$ cat src/rtl/wtcm_ram.sv
// generic single write port, single read port ram with registered read
module wtcm_ram #(
  parameter int Width = 1,
  parameter int Depth = 16
) (
  input  logic                     clk_i,
  input  logic                     we_i,
  input  logic [$clog2(Depth)-1:0] waddr_i,
  input  logic [Width-1:0]         wdata_i,
  input  logic                     re_i,
  input  logic [$clog2(Depth)-1:0] raddr_i,
  output logic [Width-1:0]         rdata_o
);

  logic [Width-1:0] mem_q [Depth];
  logic [Width-1:0] rdata_q;

  always_ff @(posedge clk_i) begin
    if (we_i) begin
      mem_q[waddr_i] <= wdata_i;
    end
    if (re_i) begin
      rdata_q <= mem_q[raddr_i];
    end
  end

  assign rdata_o = rdata_q;

endmodule

$ cat config.mk
export PLATFORM = sky130hd
export DESIGN_NAME = wtcm_ram
export DESIGN_NICKNAME = d
export VERILOG_FILES = /design/src/rtl/wtcm_ram.sv
export SDC_FILE = /design/constraint.sdc
export NUM_CORES = 1
export LEC_CHECK = 0
export ABC_CLOCK_PERIOD_IN_PS = 1550
export BUFFER_PORTS_ARGS = -buffer_cell sky130_fd_sc_hd__buf_2
export CELL_PAD_IN_SITES_DETAIL_PLACEMENT = 0
export CELL_PAD_IN_SITES_GLOBAL_PLACEMENT = 1
export CORE_MARGIN = 10
export CORE_UTILIZATION = 43
export DETAILED_ROUTE_END_ITERATION = 16
export PLACE_DENSITY = 0.86
export SYNTH_ARGS = -nofsm -noshare
export SYNTH_HDL_FRONTEND = slang
export SYNTH_SLANG_ARGS = --single-unit
export TNS_END_PERCENT = 5
$ cat constraint.sdc
create_clock -name clk_i -period 1.55 [get_ports clk_i]
set_input_delay 0.155 -clock clk_i [delete_from_list [all_inputs] [get_ports clk_i]]
set_output_delay 0.155 -clock clk_i [all_outputs]
set_load 0.05 [all_outputs]
# --- Word level (Yosys, flattened, before mapping) ---
# Memory sizes are Yosys's and may differ from the RTL's. A register that Yosys moved wholly into a read port is not among the register bits.
# Index checks and enable logic that the tools add are counted.
totals:
  ff_bits: 0
  mem_bits_rw: 16
  input_bits: 12
  elab_cells: 3
  mem_count: 1
op_classes:
  muxes: 2
mem_list:
  columns: ["memory", "words", "word_bits", "rd", "rd_clocked_by_memory_dff", "wr", "line", "rtl"]
  rows:
  - ["mem_q", 16, 1, 1, 1, 1, "15", "logic [Width-1:0] mem_q [Depth];"]
op_table:
  columns: ["op", "n"]
  rows:
  - ["1-bit 2-to-1 mux", 2]

# --- Longest topological paths before layout ---
# Gate-level depths: netlist of run 1.
depth:
  ltp_word: 2
  depth_mapped: 3
  depth_no_buf: 3

# --- Least setup slack after synthesis of run 1 ---
# No wires, ideal clock.
synth_path:
  path_kind: "register -> register"
  start: "memory mem_q[13]"
  end: "register rdata_q (netlist: rdata_o), read port of mem_q, data pin"
  setup_time_ns: 0.261
  arrival_ns: 1.013
  required_ns: 1.289
  path_slack_ns: 0.276
  path_stages_with_launch: 4
  n_path_buf: 0
  synth_period_minus_slack_ns: 1.274
  path_cell_list: "edfxtp_1 > mux4_1 > mux2i_1 > mux2i_1"
synth_lines:
  columns: ["element", "line", "rtl"]
  rows:
  - ["start, declared", "15", null]
  - ["end, declared", "16", "logic [Width-1:0] rdata_q;"]

==> impl_results.md, run 1 <==
- Post-CTS Setup Inserts: 0
- Total negative slack: 0 ns
- Share of the synthesized area in the top cell type: roughly two thirds
- Cells after synthesis: 47
- Largest net degree at the start of global routing: 17
- Number of fill cells: 152
- Worst slew pin tran: roughly 0.25 ns
- Hold buffer count at cts: 0
- Detail-routed via count per cell: 5.50
- Routed wirelength normalized by instance count: around 16 um
- First element of the critical path: mem_q[1]$_DFFE_PP_
- Cell with the largest stage delay on the worst path: mux4_1
- Detailed Route Iter0 Violations: 12
- Initial Utilization: 44.7%
- P per Cell Area: 954 nW/um2
- First-pass iteration count of the detailed router: 4
- Post-synthesis cell type with the largest combined area: edfxtp_1
- Reg2reg setup slack: 0.19 ns
- Largest vdd supply drop: 0.498 mV
- Share of the yosys chip area belonging to registers: 67.5%
- Cell repeated most along the worst path: mux2i_1
- Number of CTS-inserted buffers: 3
- Number of hold violations in the final report: 0
- Quantity of gates resized following cts: 0
- DRC violation count after routing: 0
- Internal power of the cells: 0.645 mW
- Syn avg cell area: about 16 um2
- Instance count after placement with tap cells included: 76
- Highest attainable clock frequency: 735 MHz
- Endpoint required time on the critical path: 1.60 ns
- Worst relative slew slack: 83.2%
- Net count, final: 76
- Clock Power Share: 27.9%
- Crit path to: rdata_o$_DFFE_PP_
- Die extent in y: 61.9 um
- Data arrival time of the worst path: 1.41 ns
- CP delay by family, top: multiplexers
- Sort of element at the end of the critical path: flop
- Wirelength, routed: 1280 um
- Number of placement rows: 15
- Switching pwr: 0.180 mW
- Die Area: 3830 um2
- Post-detailed-route count of antenna-violating nets: 0
- Syn Std Cell Area: 756 um2
- Worst r2r src: mem_q[1]$_DFFE_PP_
- Clock-pin slew on the worst setup and hold paths: 0.10 ns
- IO buf count: 12
- TritonCTS clock tree: done
- Setup Crit Path Kind: reg -> reg
- Total of endpoints with negative setup slack in the final report: 0
- Largest stage delay, worst path: 0.52 ns
- Clock period minus worst slack: ~1.4 ns
- Synthesis-to-layout area growth: 14.4%
- I/O pin cnt: 13
- Final Slew Violations: 0
- Setup repair after global routing missed its margin: no
- Synthesized netlist net count: 59
- FF+latch count, synth: 17
- Count of non-filler cells in the finished layout: 80
- Maxcap violations: 0
- Main area contributors after synthesis: edfxtp_1 (68%), mux4_1 (14%), nor2_1 (6.0%)
- Buffer cell driving the clock tree root: clkbuf_4
- Stages on worst setup path: 3
- Initial antenna violation count: 0
- Setup clock skew after layout: 0.00768 ns
- Overflow left after global routing: 0
- Synth warn: 0
- Number of global-route vias before repair: 492
- Crit Reg-Reg Endpoint: rdata_o$_DFFE_PP_
- Source-to-sink clock delay at the later pin of the worst-skew pair: 0.29 ns
- Run status: completed
- Wire length of the first global-routing pass: roughly 2100 um
- Critical path, cell by cell: mux4_1, mux2i_1, mux2i_1
- Core Region: 1690 um2
- Worst path bufs/invs: 0
- Maximum count of clock buffers along a single path: 2
- Number of antenna diodes: 0
- Switching power as a share of total power: 21.8%
- Detailed placer's ending HPWL: 1000 um
- Relative contribution of combinational cells to total power: 9.1%
- Path category of the worst min-delay check: in -> reg
- Horizontal die dimension: 61.9 um
- Worst Setup Start Kind: flop
- Routed vias: between 400 and 500
- Cell leakage power: 0.311 nW
- Worst R2R Path Depth: 3
- CTS sink cnt: 17
- H-tree depth reported by CTS: 1
- Count of distinct cell types in the synthesized netlist: 10
- Top fanout value on the critical path: 1
- Share of power burned in registers: 63.0%
- RePlAce Congestion: 0.679
- Final Cycle Share: between 80% and 90%
- All-Layer GR Usage: 7.46%
- Proportion of layout cells with a drive suffix above 1: 27.0%
## routing by layer
layer | vias up | share of wire, % | global-route usage (%) | wire length [um]
met5 | - | 0 | 0 | 0
met3 | 5 | 7.3 | 2.03 | 93
met1 | 203 | 44 | 8.28 | 560
li1 | 217 | - | - | -
met4 | 0 | 3.6 | 5.73 | 46
met2 | 15 | 45 | 11.9 | 577
## power by group through the flow
stage	Clock (mW)	Sequential [mW]	Combinational, mW
2_1_floorplan	0	0.538	0.0317
3_3_place_gp	0	0.529	0.0743
5_1_grt	0.262	0.520	0.0832
6_report	0.230	0.519	0.0755
3_5_place_dp	0	0.530	0.0759
4_1_cts	0.236	0.520	0.0761
## worst min-delay path by stage
stage            start                  to  slack, ns  cells past startpoint
2_1_floorplan  wdata_i  mem_q[0]$_DFFE_PP_       0.25                      0
3_3_place_gp      re_i   rdata_o$_DFFE_PP_       0.36                      1
3_5_place_dp      re_i   rdata_o$_DFFE_PP_       0.36                      1
4_1_cts           re_i   rdata_o$_DFFE_PP_       0.05                      1
5_1_grt           re_i   rdata_o$_DFFE_PP_       0.04                      1
6_report          re_i   rdata_o$_DFFE_PP_       0.05                      1
## Yosys cell counts
| master | n |
|---|---|
| nand3_1 | 1 |
| mux4_1 | 4 |
| nand2_1 | 1 |
| mux2i_1 | 3 |
| nand3b_1 | 2 |
| nor2_1 | 12 |
| nor3_1 | 4 |
| edfxtp_1 | 17 |
| or3b_2 | 1 |
| nand2b_1 | 2 |
## stage by stage
| stage | utilization (%) | instance area, um2 | hold WS, ns | power (mW) | setup WS, ns |
|---|---|---|---|---|---|
| floorplan | - | 756 | 0.254 | 0.569 | 0.276 |
| global placement | 49.6 | 837 | 0.359 | 0.604 | 0.205 |
| detailed placement | 49.6 | 837 | 0.357 | 0.606 | 0.182 |
| CTS | 51.2 | 865 | 0.0502 | 0.831 | 0.175 |
| global route | 51.2 | 865 | 0.0363 | 0.865 | 0.116 |
| finish | 51.2 | 865 | 0.0543 | 0.825 | 0.189 |
## logic make-up (layout without fill, tap and decap cells)
logic type             after synthesis  after routing  share of synthesized area, %
DFF                                 17             17                          67.5
muxes                                7              7                          17.9
buffers and inverters                0             16                             0
and+or+nand+nor                     23             23                          14.6
## final cells by class
cell class | count | area (um2) | area share [%]
clock inverters | 1 | 5.00 | 0.579
flip-flops and latches | 17 | 510 | 59.0
repair buffers | 12 | 60.1 | 6.95
multi-input cells | 30 | 245 | 28.4
clock buffers | 3 | 22.5 | 2.60
well taps | 17 | 21.3 | 2.46
## placed cells by master, fill, tap and decap left out, drive strengths merged
master and count:
nand2 1, mux4 4, nor3 4, clkinv 1, or3b 1, nand3b 2
clkbuf 3, nand2b 2, nor2 12, edfxtp 17, mux2i 3, buf 12
nand3 1
## sequential cells by signal (all words and copies together), names as in the netlist
| register | flops |
|---|---|
| mem_q | 16 |
| rdata_o | 1 |
Note: power is estimated with default switching activity, not from simulation.
==> inputs of run 2 (changes only) <==
==> constraint.sdc (replaced) <==
create_clock -name clk_i -period 1.55 [get_ports clk_i]
set_input_delay 0.0775 -clock clk_i [delete_from_list [all_inputs] [get_ports clk_i]]
set_output_delay 0.0775 -clock clk_i [all_outputs]
set_load 0.05 [all_outputs]
==> run 2 against run 1 <==
Core utilization rose by 0.59 points. Total power fell by 0.12%. Fmax rose by 0.16%. Count of clock-buffer cells in the layout did not move. Design area rose by 1.2%. Worst setup slack improved by 0.0021 ns.
==> impl_results.md, run 2 (same netlist as run 1, synthesis figures left out) <==
- Data arrival time of the worst path: 1.40 ns (about the same)
- RePlAce Congestion: 0.685 (+0.96%)
- DRC violation count after routing: 0 (unchanged)
- Run status: completed
- Wire length of the first global-routing pass: 1970 um (-5.0%)
- Crit Reg-Reg Endpoint: rdata_o$_DFFE_PP_
- Maximum count of clock buffers along a single path: 2 (unchanged)
- Endpoint required time on the critical path: 1.59 ns (about the same)
- Maxcap violations: 0 (unchanged)
- IO buf count: 12 (unchanged)
- Cell with the largest stage delay on the worst path: mux4_1
- Number of flip-flops in the largest register: 16 (unchanged)
- Total negative slack: 0 ns (unchanged)
- I/O pin cnt: 13 (unchanged)
- Detailed placer's ending HPWL: 980 um (-2.1%)
- First-pass iteration count of the detailed router: 4 (unchanged)
- Detail-routed via count per cell: 5.37 (-2.4%)
- Number of CTS-inserted buffers: 3 (unchanged)
- Final Cycle Share: 87.7% (-0.14 points)
- Largest vdd supply drop: 0.491 mV (-1.5%)
- Post-Route Hold Slack: 0.104 ns (+0.0496 ns)
- CP delay by family, top: multiplexers
- Post-CTS Setup Inserts: 0 (unchanged)
- Hold path endpoint: rdata_o$_DFFE_PP_
- Number of hold violations in the final report: 0 (unchanged)
- Number of antenna diodes: 0 (unchanged)
- Total of endpoints with negative setup slack in the final report: 0 (unchanged)
- Die Area: 3830 um2 (unchanged)
- Die extent in y: 61.9 um (unchanged)
- Critical path, cell by cell: mux4_1, mux2i_1, mux2i_1
- All-Layer GR Usage: 7.22% (-0.24 points)
- Leading cell types in the layout, fill and taps excluded: edfxtp_1 (17), nor2_1 (12), buf_2 (12)
- Most common cell after layout, fill and taps aside: edfxtp_1
- TritonCTS clock tree: done
- Routed wirelength normalized by instance count: 15.1 um (-5.3%)
- Synthesis-to-layout area growth: 15.7%
- H-tree depth reported by CTS: 1 (unchanged)
- Number of global-route vias before repair: 469 (-4.7%)
- Hold path startpoint: raddr_i[2]
- Post-Layout Inst Area: 875 um2 (+1.2%)
- Cell leakage power: 0.315 nW (+1.3%)
- Hold Path Stages: 2 (+1)
- Worst Setup Start Kind: flop
- Initial antenna violation count: 0 (unchanged)
- Post-placement cell area: 837 um2 (unchanged)
- Top fanout value on the critical path: 1 (unchanged)
- Reg2reg setup slack: 0.19 ns (about the same)
- Horizontal die dimension: 61.9 um (unchanged)
- Overflow left after global routing: 0 (unchanged)
- Buffer cell driving the clock tree root: clkbuf_4
- Setup Crit Path Kind: reg -> reg
- Source-to-sink clock delay at the later pin of the worst-skew pair: 0.28 ns (about the same)
- Initial Utilization: 44.7% (unchanged)
- Wirelength, routed: 1230 um (-4.1%)
- Worst slew pin tran: 0.251 ns (-0.00359 ns)
- Number of placement rows: 15 (unchanged)
- PnR Total Power: 0.824 mW (-0.12%)
- Largest stage delay, worst path: 0.50 ns (-0.02 ns)
- Register bank with the most flops: mem_q
- Setup repair after global routing missed its margin: no
- Sort of element at the end of the critical path: flop
- CTS sink cnt: 17 (unchanged)
- Cell repeated most along the worst path: mux2i_1
- Net count, final: 77 (+1.3%)
- Final Slew Violations: 0 (unchanged)
- Clock period minus worst slack: 1.36 ns (-0.00212 ns)
- Core Region: 1690 um2 (unchanged)
- Routed vias: 435 (-1.1%)
- Worst path bufs/invs: 0 (unchanged)
- Highest attainable clock frequency: 736 MHz (+0.16%)
- Setup clock skew after layout: 0.00393 ns (-0.00375 ns)
- Worst relative slew slack: 83.4% (+0.24 points)
- Count of non-filler cells in the finished layout: 81 (+1.3%)
- Worst r2r src: mem_q[9]$_DFFE_PP_
- Instance count after placement with tap cells included: 76 (unchanged)
- Path category of the worst min-delay check: in -> reg
- Post-detailed-route count of antenna-violating nets: 0 (unchanged)
- Proportion of layout cells with a drive suffix above 1: 26.6% (-0.42 points)
- Quantity of gates resized following cts: 0 (unchanged)
- Detailed Route Iter0 Violations: 9 (-3)
- Worst R2R Path Depth: 3 (unchanged)
- P per Cell Area: 942 nW/um2 (-1.3%)
- Largest net degree at the start of global routing: 17 (unchanged)
- Clock-pin slew on the worst setup and hold paths: 0.10 ns (about the same)
-- run 2: cell types whose count changed in the layout (fill, tap and decap cells not counted) --
cell | previous run | this run
dlygate4sd3_1 | 0 | 1
-- run 2: area by class of cell --
type                            count  area, um2
Clock buffer                        3       22.5
Clock inverter                      1       5.00
Fill cell                         142        815
Multi-Input combinational cell     30        245
Sequential cell                    17        510
Tap cell                           17       21.3
Timing Repair Buffer               13       70.1
-- run 2: worst max-delay path by stage --
stage,slack (ns),startpoint,endpoint,depth (start not counted)
5_1_grt,0.12,mem_q[9]$_DFFE_PP_,rdata_o$_DFFE_PP_,3
3_5_place_dp,0.17,mem_q[9]$_DFFE_PP_,rdata_o$_DFFE_PP_,3
3_3_place_gp,0.21,mem_q[5]$_DFFE_PP_,rdata_o$_DFFE_PP_,3
2_1_floorplan,0.28,mem_q[13]$_DFFE_PP_,rdata_o$_DFFE_PP_,3
4_1_cts,0.16,mem_q[9]$_DFFE_PP_,rdata_o$_DFFE_PP_,3
6_report,0.19,mem_q[9]$_DFFE_PP_,rdata_o$_DFFE_PP_,3
-- run 2: timing repair --
action / 4_1_cts / 5_1_grt
hold buffers: 1 / 0
setup endpoints to repair: 0 / 0
hold endpoints to repair: 1 / 0
-- run 2: per-stage QoR --
step	worst slack (ns)	utilization, %
3_3_place_gp	0.212	49.6
4_1_cts	0.164	51.8
5_1_grt	0.120	51.8
2_1_floorplan	0.276	-
3_5_place_dp	0.174	49.6
6_report	0.191	51.8
-- run 2: routing by layer --
metal	vias up	share of wire (%)	wire, um	global-route usage [%]
met5	-	0	0	0
met4	0	2.1	26	5.73
met1	202	45	554	7.83
li1	219	-	-	-
met2	12	46	567	11.7
met3	2	6.3	77	1.83
-- run 2: report_power, final --
group / internal [mW] / switching (mW)
logic: 0.0336 / 0.0427
registers: 0.517 / 0.00238
clock network: 0.0957 / 0.133
==> inputs of run 3 (changes only) <==
--- a/config.mk
+++ b/config.mk
@@ -5,14 +5,14 @@
 export SDC_FILE = /design/constraint.sdc
 export NUM_CORES = 1
 export LEC_CHECK = 0
-export ABC_CLOCK_PERIOD_IN_PS = 1550
+export ABC_AREA = 1
 export BUFFER_PORTS_ARGS = -buffer_cell sky130_fd_sc_hd__buf_2
 export CELL_PAD_IN_SITES_DETAIL_PLACEMENT = 0
 export CELL_PAD_IN_SITES_GLOBAL_PLACEMENT = 1
 export CORE_MARGIN = 10
-export CORE_UTILIZATION = 43
+export CORE_UTILIZATION = 40
 export DETAILED_ROUTE_END_ITERATION = 16
-export PLACE_DENSITY = 0.86
+export PLACE_DENSITY = 0.87
 export SYNTH_ARGS = -nofsm -noshare
 export SYNTH_HDL_FRONTEND = slang
 export SYNTH_SLANG_ARGS = --single-unit
==> run 3 against run 2 <==
Global-route usage rose by 0.62 points. Die area rose by 15%. Combinational power rose by 25%. Clock power fell by 3%. Count of clock-buffer cells in the layout rose by 1. Synthesized cell count rose by 100%. Fmax rose by 35%. Register-to-register slack improved by 0.35 ns. Largest cell class unchanged. Largest power group unchanged. Highest routed layer unchanged.
==> impl_results.md, run 3 <==
- Run status: completed
- P per Cell Area: 857 nW/um2 (-9.1%)
- Final Cycle Share: 65.1% (-23 points)
- Wire length of the first global-routing pass: 2660 um (+35%)
- Wirelength, routed: 1450 um (+18%)
- Maxcap violations: 0 (unchanged)
- Number of global-route vias before repair: 652 (+39%)
- CTS sink cnt: 17 (unchanged)
- Cell with the most instances after synthesis: nand2_1
- Die Area: 4390 um2 (+15%)
- Buffer cell driving the clock tree root: clkbuf_4
- Routed wirelength normalized by instance count: 10.4 um (-31%)
- Maximum count of clock buffers along a single path: 2 (unchanged)
- H-tree depth reported by CTS: 1 (unchanged)
- Most common cell after layout, fill and taps aside: nand2_1
- DRC violation count after routing: 0 (unchanged)
- Share of the yosys chip area belonging to registers: 59.6% (-8.0 points)
- Count of non-filler cells in the finished layout: 139 (+72%)
- Cell leakage power: 0.440 nW (+40%)
- I/O pin cnt: 13 (unchanged)
- Setup Crit Path Kind: reg -> reg
- Clock-pin slew on the worst setup and hold paths: 0.09 ns (about the same)
- Detailed placer's ending HPWL: 1210 um (+24%)
- Synth warn: 0 (unchanged)
- Synthesized netlist net count: 108 (+83%)
- Clock period minus worst slack: 1.01 ns (-0.351 ns)
- Worst setup timing slack at the placement stage: 0.538 ns (+0.364 ns)
- Leading cell types in the layout, fill and taps excluded: nand2_1 (24), inv_1 (19), edfxtp_1 (17)
- Worst path bufs/invs: 1 (+1)
- Source-to-sink clock delay at the later pin of the worst-skew pair: 0.28 ns (about the same)
- First-pass iteration count of the detailed router: 4 (unchanged)
- CP delay by family, top: flip-flops
- Detail-routed via count per cell: 4.46 (-17%)
- Total of endpoints with negative setup slack in the final report: 0 (unchanged)
- Initial antenna violation count: 0 (unchanged)
- IO buf count: 12 (unchanged)
- Detailed Route Iter0 Violations: 16 (+7)
- Final Slew Violations: 0 (unchanged)
- Setup clock skew after layout: 0.00400 ns (+0.0000755 ns)
- Worst Setup Start Kind: flop
- All-Layer GR Usage: 7.83% (+0.62 points)
- Path category of the worst min-delay check: in -> reg
- Syn avg cell area: 8.93 um2 (-44%)
- FF+latch count, synth: 17 (unchanged)
- RePlAce Congestion: 0.719 (+4.9%)
- Initial Utilization: 42.8% (-1.9 points)
- Setup WS post-layout: 0.542 ns (+0.351 ns)
- Endpoint required time on the critical path: 1.59 ns (about the same)
- Number of hold violations in the final report: 0 (unchanged)
- Total negative slack: 0 ns (unchanged)
- Setup repair after global routing missed its margin: no
- Proportion of layout cells with a drive suffix above 1: 17.9% (-8.7 points)
- PnR Total Power: 0.836 mW (+1.5%)
- Async set or reset register ratio after synthesis: 0% (unchanged)
- Top fanout value on the critical path: 1 (unchanged)
- Number of fill cells: 207 (+46%)
- Cells after synthesis: 96 (+100%)
- Critical path, cell by cell: inv_1, nand2_1, nand3_1, nand3_1, nand3_1, nand2_1
- Dominant register cell in the synthesized netlist: edfxtp_1
- Syn Std Cell Area: 857 um2 (+13%)
- Worst slew pin tran: 0.278 ns (+0.0279 ns)
- Highest attainable clock frequency: 992 MHz (+35%)
- Horizontal die dimension: 66.3 um (+7.1%)
- Share of the synthesized area in the top cell type: 59.6% (-8.0 points)
- Main area contributors after synthesis: edfxtp_1 (60%), nand2_1 (11%), inv_1 (8.3%)
- Ranking of synthesized cells by instance count: nand2_1 (24), inv_1 (19), edfxtp_1 (17)
- Largest net degree at the start of global routing: 17 (unchanged)
- Net count, final: 125 (+62%)
- Cell repeated most along the worst path: nand3_1
- Post-synthesis cell type with the largest combined area: edfxtp_1
- Worst relative slew slack: 81.3% (-2.1 points)
- Post-detailed-route count of antenna-violating nets: 0 (unchanged)
- Largest vdd supply drop: 0.401 mV (-18%)
- Sort of element at the end of the critical path: flop
- Overflow left after global routing: 0 (unchanged)
- Largest stage delay, worst path: 0.38 ns (-0.12 ns)
- Number of enable-type register cells in the synthesized netlist: 17 (unchanged)
- Register bank with the most flops: mem_q
- Core Region: 2000 um2 (+19%)
- Data arrival time of the worst path: 1.05 ns (-0.35 ns)
- Routed vias: 620 (+43%)
- Count of distinct cell types in the synthesized netlist: 10 (unchanged)
- Number of antenna diodes: 0 (unchanged)
- Number of CTS-inserted buffers: 3 (unchanged)
- TritonCTS clock tree: done
- Cell with the largest stage delay on the worst path: edfxtp_1
- Quantity of gates resized following cts: 0 (unchanged)
- Number of flip-flops in the largest register: 16 (unchanged)
- Instance count after placement with tap cells included: 134 (+76%)
- Die extent in y: 66.3 um (+7.1%)
- Synthesis-to-layout area growth: 13.9%
- Number of placement rows: 16 (+1)
-- run 3: area by class of cell --
cell class / instances / area [um2] / share of cell area, %
well taps: 27 / 33.8 / 3.46
multi-input cells: 57 / 249 / 25.5
repair buffers: 13 / 70.1 / 7.18
flip-flops and latches: 17 / 510 / 52.3
clock buffers: 4 / 26.3 / 2.69
inverters: 21 / 86.3 / 8.85
-- run 3: worst paths after layout --
kind                                          end  slack [ns]  depth (start not counted)                start
worst max register to register  rdata_o$_DFFE_PP_        0.54                          6   mem_q[9]$_DFFE_PP_
worst min-delay path            rdata_o$_DFFE_PP_        0.11                          3           raddr_i[3]
worst min register to register  rdata_o$_DFFE_PP_        0.73                          6  mem_q[12]$_DFFE_PP_
worst max-delay path            rdata_o$_DFFE_PP_        0.54                          6   mem_q[9]$_DFFE_PP_
-- run 3: cells by family after synthesis --
group	after synthesis	share of synthesized area, %
buffers and inverters	22	11.4
DFF	17	59.6
and+or+nand+nor	57	29.1
-- run 3: power breakdown --
group	switching [mW]	internal, mW	total [mW]	leakage, nW
combinational	0.0636	0.0319	0.0955	0.271
sequential	0.00217	0.517	0.519	0.154
clock	0.122	0.0999	0.222	0.0150
total	0.187	0.649	0.836	0.440
-- run 3: per-layer routing --
metal	GRT usage (%)	vias to the layer above	part of all wire [%]
met5	0	-	0
met4	6.28	0	3.7
met3	2.20	5	5.2
met2	12.7	16	44
met1	8.31	261	47
li1	-	338	-
-- run 3: timing repair --
item | 4_1_cts | 5_1_grt
hold endpoints to repair | 1 | 0
hold buffers | 1 | 0
setup buffers | 0 | 0
-- run 3: stage by stage --
stage	utilization, %	hold slack (ns)	area (um2)
2_1_floorplan	-	0.176	857
3_3_place_gp	46.9	0.281	940
4_1_cts	48.8	0.110	976
6_report	48.8	0.111	976
5_1_grt	48.8	0.133	976
3_5_place_dp	46.9	0.279	940
-- run 3: worst reg2reg max path: stages (launching register included) --
cell and delay (ns):
edfxtp_1 0.38, inv_1 0.06, nand2_1 0.05, nand3_1 0.08, nand3_1 0.08, nand3_1 0.08, nand2_1 0.05
